[config.mk]
export PLATFORM = sky130hd
export DESIGN_NAME = fp32_adder_subtractor_core
export DESIGN_NICKNAME = d
export VERILOG_FILES = /design/src/hw/rtl/fpas_pkg.sv /design/src/hw/rtl/fpas_align.sv /design/src/hw/rtl/fpas_addnorm.sv /design/src/hw/rtl/fpas_round.sv /design/src/hw/rtl/fp32_adder_subtractor_core.sv
export SDC_FILE = /design/constraint.sdc
export NUM_CORES = 1
export LEC_CHECK = 0
export ABC_AREA = 1
export BUFFER_PORTS_ARGS = -buffer_cell sky130_fd_sc_hd__buf_2
export CORE_MARGIN = 5
export CORE_UTILIZATION = 30
export DETAILED_ROUTE_END_ITERATION = 8
export HOLD_SLACK_MARGIN = 0.05
export PLACE_DENSITY_LB_ADDON = 0.25
export SETUP_SLACK_MARGIN = 0.3
export SYNTH_ARGS = -nofsm -noshare
export SYNTH_HDL_FRONTEND = slang
export SYNTH_HIERARCHICAL = 1
export SYNTH_SLANG_ARGS = --single-unit
[constraint.sdc]
create_clock -name clk -period 10.7 [get_ports clk]
set_input_delay 2.14 -clock clk [delete_from_list [all_inputs] [get_ports clk]]
set_output_delay 2.14 -clock clk [all_outputs]
set_load 0.03 [all_outputs]
[src/hw/rtl/fpas_pkg.sv]
// Package for the single-precision adder/subtractor core.
// Holds the operand and result beat structs and datapath widths; no dependencies.
package fpas_pkg;

  localparam int unsigned ExpW  = 8;
  localparam int unsigned ManW  = 24;
  localparam int unsigned FracW = 23;
  localparam int unsigned WideW = 26;

  typedef struct packed {
    logic            a_sign;
    logic [ExpW-1:0] a_exp;
    logic [ManW-1:0] a_man;
    logic            b_sign;
    logic [ExpW-1:0] b_exp;
    logic [ManW-1:0] b_man;
  } fpas_in_t;

  typedef struct packed {
    logic             sum_sign;
    logic [ExpW-1:0]  sum_exp;
    logic [FracW-1:0] sum_frac;
  } fpas_out_t;

  // Aligned operands handed from the align stage to the add stage.
  typedef struct packed {
    logic             sign;
    logic             sub;
    logic [ExpW-1:0]  exp;
    logic [ManW-1:0]  big;
    logic [WideW-1:0] shifted;
    logic             lost;
  } fpas_align_t;

  // Normalized, unrounded result handed to the round stage.
  typedef struct packed {
    logic             sign;
    logic             sub;
    logic [ExpW-1:0]  exp;
    logic [WideW-1:0] man;
    logic             sticky;
  } fpas_norm_t;

endpackage

[src/hw/rtl/fpas_align.sv]
// Align stage: picks the larger operand and shifts the smaller one right.
// Depends on fpas_pkg.
module fpas_align import fpas_pkg::*; (
  input  logic        clk,
  input  logic        rst,
  input  logic        in_valid,
  input  fpas_in_t    in_beat,
  output logic        out_valid,
  output fpas_align_t out_beat
);

  fpas_align_t nxt;
  logic        a_big;
  logic [ExpW-1:0]  sh;
  logic [ManW-1:0]  lm;
  logic [WideW-1:0] lm_ext;
  logic [WideW-1:0] lost_mask;

  always_comb begin
    a_big = (in_beat.a_exp > in_beat.b_exp) ||
            ((in_beat.a_exp == in_beat.b_exp) && (in_beat.a_man >= in_beat.b_man));
    nxt.sub  = in_beat.a_sign ^ in_beat.b_sign;
    nxt.sign = a_big ? in_beat.a_sign : in_beat.b_sign;
    nxt.exp  = a_big ? in_beat.a_exp : in_beat.b_exp;
    nxt.big  = a_big ? in_beat.a_man : in_beat.b_man;
    lm       = a_big ? in_beat.b_man : in_beat.a_man;
    sh       = a_big ? (in_beat.a_exp - in_beat.b_exp) : (in_beat.b_exp - in_beat.a_exp);
    lm_ext   = {lm, 2'b00};
    // Bits of the mantissa below the round position: those under bit sh.
    lost_mask = (WideW'(1) << sh[4:0]) - WideW'(1);
    if (sh > 8'd31) begin
      nxt.shifted = '0;
      nxt.lost    = (lm != '0);
    end else begin
      nxt.shifted = lm_ext >> sh[4:0];
      nxt.lost    = ((lm_ext & lost_mask & ~WideW'(3)) != '0) && (sh > 8'd2);
    end
  end

  always_ff @(posedge clk) begin
    if (rst) out_valid <= 1'b0;
    else     out_valid <= in_valid;
    out_beat <= nxt;
  end

endmodule

[src/hw/rtl/fpas_addnorm.sv]
// Add stage: adds or subtracts aligned mantissas and normalizes the result.
// Depends on fpas_pkg.
module fpas_addnorm import fpas_pkg::*; (
  input  logic        clk,
  input  logic        rst,
  input  logic        in_valid,
  input  fpas_align_t in_beat,
  output logic        out_valid,
  output fpas_norm_t  out_beat
);

  fpas_norm_t nxt;
  logic [WideW:0]   s;
  logic [WideW-1:0] d;
  logic [4:0]       lz;
  logic             zero;

  always_comb begin
    s    = {1'b0, in_beat.big, 2'b00} + {1'b0, in_beat.shifted};
    d    = {in_beat.big, 2'b00} - in_beat.shifted;
    lz   = '0;
    zero = 1'b1;
    for (int i = WideW - 1; i >= 0; i--) begin
      if (zero && d[i]) begin
        lz   = 5'(WideW - 1 - i);
        zero = 1'b0;
      end
    end
    nxt.sign = in_beat.sign;
    nxt.sub  = in_beat.sub;
    if (!in_beat.sub) begin
      if (s[WideW]) begin
        nxt.exp    = in_beat.exp + 8'd1;
        nxt.man    = s[WideW:1];
        nxt.sticky = in_beat.lost || in_beat.shifted[0];
      end else begin
        nxt.exp    = in_beat.exp;
        nxt.man    = s[WideW-1:0];
        nxt.sticky = in_beat.lost;
      end
    end else begin
      nxt.sticky = 1'b0;
      if (!zero && (in_beat.exp > {3'b000, lz})) begin
        nxt.exp = in_beat.exp - {3'b000, lz};
        nxt.man = d << lz;
      end else begin
        nxt.exp = '0;
        nxt.man = '0;
      end
    end
  end

  always_ff @(posedge clk) begin
    if (rst) out_valid <= 1'b0;
    else     out_valid <= in_valid;
    out_beat <= nxt;
  end

endmodule

[src/hw/rtl/fpas_round.sv]
// Round stage: rounds to nearest, ties to even on additions and down on subtractions; registers the result.
// Depends on fpas_pkg.
module fpas_round import fpas_pkg::*; (
  input  logic       clk,
  input  logic       rst,
  input  logic       in_valid,
  input  fpas_norm_t in_beat,
  output logic       out_valid,
  output fpas_out_t  out_beat
);

  fpas_out_t        nxt;
  logic [2:0]       g;
  logic             up;
  logic [FracW-1:0] frac;

  always_comb begin
    g    = {in_beat.man[1:0], in_beat.sticky};
    frac = in_beat.man[FracW+1:2];
    up   = (g > 3'd4) || ((g == 3'd4) && !in_beat.sub && frac[0]);
    nxt.sum_sign = in_beat.sign;
    nxt.sum_exp  = in_beat.exp;
    nxt.sum_frac = frac;
    if (up) begin
      if (frac == '1) begin
        nxt.sum_exp  = in_beat.exp + 8'd1;
        nxt.sum_frac = '0;
      end else begin
        nxt.sum_frac = frac + FracW'(1);
      end
    end
  end

  always_ff @(posedge clk) begin
    if (rst) out_valid <= 1'b0;
    else     out_valid <= in_valid;
    out_beat <= nxt;
  end

endmodule

[src/hw/rtl/fp32_adder_subtractor_core.sv]
// Top level of the single-precision adder/subtractor core.
// Instantiates fpas_align, fpas_addnorm and fpas_round; uses fpas_pkg.
//
//  Channel  | Ports            | Handshake
//  ---------+------------------+----------------------------------------
//  operands | start, busy, op  | beat taken when start is high, busy low
//  result   | done, res        | beat shown for one cycle while done high
//
// Each beat passes in order through the align, add/normalize and round stages, each registered.
// A new beat may enter every cycle, so busy is tied low.
// The receiver cannot stall, so no beat ever waits inside the pipeline.
// Synchronous reset clears the stage valid bits; data registers are not reset.
module fp32_adder_subtractor_core import fpas_pkg::*; (
  input  logic      clk,
  input  logic      rst,
  input  logic      start,
  output logic      busy,
  input  fpas_in_t  op,
  output logic      done,
  output fpas_out_t res
);

  logic        v1, v2;
  fpas_align_t s1;
  fpas_norm_t  s2;

  assign busy = 1'b0;

  fpas_align u_align (
    .clk(clk), .rst(rst), .in_valid(start && !busy), .in_beat(op),
    .out_valid(v1), .out_beat(s1)
  );

  fpas_addnorm u_addnorm (
    .clk(clk), .rst(rst), .in_valid(v1), .in_beat(s1),
    .out_valid(v2), .out_beat(s2)
  );

  fpas_round u_round (
    .clk(clk), .rst(rst), .in_valid(v2), .in_beat(s2),
    .out_valid(done), .out_beat(res)
  );

  // Operands taken by the align stage come out of the round stage as a result; none are lost in the pipeline.
  assert property (@(posedge clk) disable iff (rst)
    ($past(start, 3) && $past(v1, 2) && $past(v2)) |-> done)
    else $error("result beat lost in pipeline");

  // Cancelled differences flush to an all-zero exponent and fraction.
  assert property (@(posedge clk) disable iff (rst)
    (v2 && s2.sub && s2.man == '0) |=> (res.sum_exp == '0 && res.sum_frac == '0))
    else $error("zero difference not flushed");

  // The sign of the result comes from the kept operand.
  assert property (@(posedge clk) disable iff (rst)
    v2 |=> (res.sum_sign == $past(s2.sign)))
    else $error("result sign mismatch");

endmodule
==> results.py <==
metrics = {
    "global_routing": {
        "grt_max_degree": 104,
        "overflow": 0,
        "grt_antenna_before_repair": 1,
        "grt_pass1_vias": 13300,
        "grt.total_usage_pct": 18.6,
        "grt_pass1_wl_um": 71300,
    },
    "route": {
        "post_drt_wl_per_cell_um": 16.0,
        "via_per_inst": 4.91,
        "drt_wl_total_um": 44900,
        "vias": 13739,
        "drc": 0,
        "first_iter_violations": 970,
        "first_pass_iters": 5,
        "drtAntennaViolNets": 0,
    },
    "critical_path": {
        "reg2reg_to": "u_addnorm/out_beat[11]",
        "slowest_stage": "ha_1",
        "start_kind": "flop",
        "crit_top_cell": "nand2_1",
        "slowest_delay_ns": 0.51,
        "r2r_slack_ns": 3.51,
        "crit_type": "flop to flop",
        "r2r_start": "u_align/out_beat[19]",
        "path_max_fanout": 21,
        "crit_path_end_kind": "flop",
        "required_ns": 11.06,
        "ff2ff_path_depth": 37,
        "worstPathArrival_ns": 7.55,
    },
    "layout": {
        "layout-drive-gt1-share_pct": 10.1,
        "synthToLayoutAreaGrowth_pct": 10.6,
        "n_fill_cell": 4894,
        "fin_cells": 2801,
        "diodes": 0,
        "num-nets-final": 2371,
    },
    "sta": {
        "slew_viol_final": 0,
        "finalHoldViolCount": 0,
        "worst_pin_slew_ns": 0.982,
        "tns_ns": 0,
        "setup_viol": 0,
        "holdWs_ns": 0.327,
        "slew_headroom_pct": 34.5,
        "post-route-period-util_pct": 67.2,
        "max_freq_ghz": 0.139,
        "fin_crit_ns": 7.19,
        "rsz0062_at_grt": "no",
        "clock_skew_ns": 0.0131,
        "worst_slack_ns": 3.51,
    },
    "placed_design": {
        "port_buffers": 101,
        "dp_worst_setup_slack_ns": 3.58,
        "finalWeightedCongestion": 0.914,
        "dp_cells": 2769,
        "dp_hpwl_um": 37200,
    },
    "clocking": {
        "cts_root_buf": "clkbuf_16",
        "cts_resized": 0,
        "cts_sinks": 132,
        "cts.path.max_buffers": 2,
        "h-tree-depth": 4,
        "tritoncts": "done",
        "path_clk_slew_ns": 0.06,
        "insertion_delay_ns": 0.42,
        "cts_buffers": 17,
        "hold_buffers": 0,
        "post_cts_buffers": 0,
    },
    "min_path": {
        "holdPathStages": 0,
        "hold_path_class": "flop to flop",
        "holdPathEnd": "u_round/out_beat[31]",
        "holdCritStartpoint": "u_addnorm/out_beat[36]",
    },
    "pwr": {
        "vdd_drop_max_uv": 113,
        "comb_power_share_pct": 57.1,
        "switching_share_pct": 51.1,
        "switchingPower_w": 0.00157,
        "seqPwrFrac_pct": 24.3,
        "clock_power_share_pct": 18.6,
        "leakagePower_nw": 7.41,
        "internal-power_w": 0.00150,
        "p_per_area_nw_per_um2": 213,
    },
    "floorplan": {
        "row_count": 76,
        "io_pins": 103,
        "start_util_pct": 30.3,
        "die_w_um": 218,
        "coreArea_um2": 43100,
        "dieArea_um2": 47700,
        "fp.dieH_um": 218,
    },
    "synthesis": {
        "yosys_warnings": 6,
        "syn_inst": 2159,
        "avgSynthCellArea_um2": 6.04,
        "syn-num-nets": 2327,
        "syn_area_um2": 13000,
    },
    "flow_run": {
        "drv_cap": 0,
    },
    "run_status": {
        "outcome": "finished, final reports clean",
    },
}
power by group through the flow:
stage | Sequential [W] | Clock (W) | Combinational, W
detailed placement | 0.000760 | 0 | 0.00174
global placement | 0.000756 | 0 | 0.00174
finish | 0.000745 | 0.000570 | 0.00175
global route | 0.000765 | 0.000604 | 0.00195
floorplan | 0.000837 | 0 | 0.00118
CTS | 0.000748 | 0.000586 | 0.00174
per-stage QoR:
step / util (%) / area [um2] / total power [W]
finish: 33.5 / 14400 / 0.00307
global route: 33.5 / 14400 / 0.00332
detailed placement: 32.1 / 13800 / 0.00249
floorplan: - / 13000 / 0.00202
global placement: 32.1 / 13800 / 0.00249
CTS: 33.5 / 14400 / 0.00307
worst max path at each step:
stage                                    start                      to  slack, ns  depth (start not counted)
after floorplan            u_align/out_beat[7]   u_addnorm/out_beat[7]       5.44                         38
after global routing      u_align/out_beat[21]  u_addnorm/out_beat[11]       2.82                         40
after global placement                  op[24]     u_align/out_beat[1]       3.67                         20
final                     u_align/out_beat[19]  u_addnorm/out_beat[11]       3.51                         37
after CTS                 u_align/out_beat[21]  u_addnorm/out_beat[11]       3.67                         40
after detailed placement                op[24]     u_align/out_beat[1]       3.58                         20
layout by cell type, fill, tap and decap left out, types with 4 or more instances in the layout:
master and n:
buf_2 101, nor3_1 8, buf_4 6, inv_2 11
inv_1 298, nor2_2 13, nor3_2 4, o22ai_1 7
nand4_1 25, o21ai_0 106, a21boi_0 4, a21oi_1 86
nor4_1 5, dfxtp_1 132, xnor2_1 13, and2_1 6
nand2_4 4, nand2_1 635, xor2_1 57, fa_1 4
o21ai_1 63, o21bai_1 8, a31oi_1 8, o211ai_1 8
nor2_4 7, nand3_2 4, clkbuf_16 17, o21ai_2 9
nand3_1 229, nand2_2 22, ha_1 95, nor2_1 161
sequential cells by signal, summed over array words and instances, names as in the netlist:
signal and flops:
u_round/out_valid 1, u_addnorm/out_valid 1, u_round/out_beat 32, u_addnorm/out_beat 36
u_align/out_beat 61, u_align/out_valid 1
per-layer routing:
metal | track usage, % | part of all wire [%] | up-vias | wire length, um
met5 | 0 | 0 | - | 0
met4 | 4.90 | 2.1 | 0 | 940
met3 | 2.08 | 4.1 | 52 | 1860
met2 | 34.0 | 50 | 385 | 22400
met1 | 23.1 | 44 | 6302 | 19700
li1 | - | - | 7000 | -
critical path: cells and delay by family (launching register included):
| kind | cells | cell delay, ns |
|---|---|---|
| AO/OA/AOI/OAI | 5 | 0.74 |
| XOR/XNOR | 1 | 0.28 |
| adder cells (fa/ha/maj) | 2 | 0.97 |
| buffers and inverters | 6 | 1.20 |
| flip-flops | 1 | 0.35 |
| AND/OR/NAND/NOR | 23 | 3.55 |
area by class of cell:
type / instances / area, um2 / share of cell area (%)
well taps: 585 / 732 / 5.08
repair buffers: 107 / 551 / 3.82
clock inverters: 9 / 93.8 / 0.651
inverters: 310 / 1160 / 8.08
multi-input cells: 1635 / 8750 / 60.7
clock buffers: 23 / 478 / 3.32
flip-flops and latches: 132 / 2640 / 18.3
Note: power is estimated with default switching activity, not from simulation.
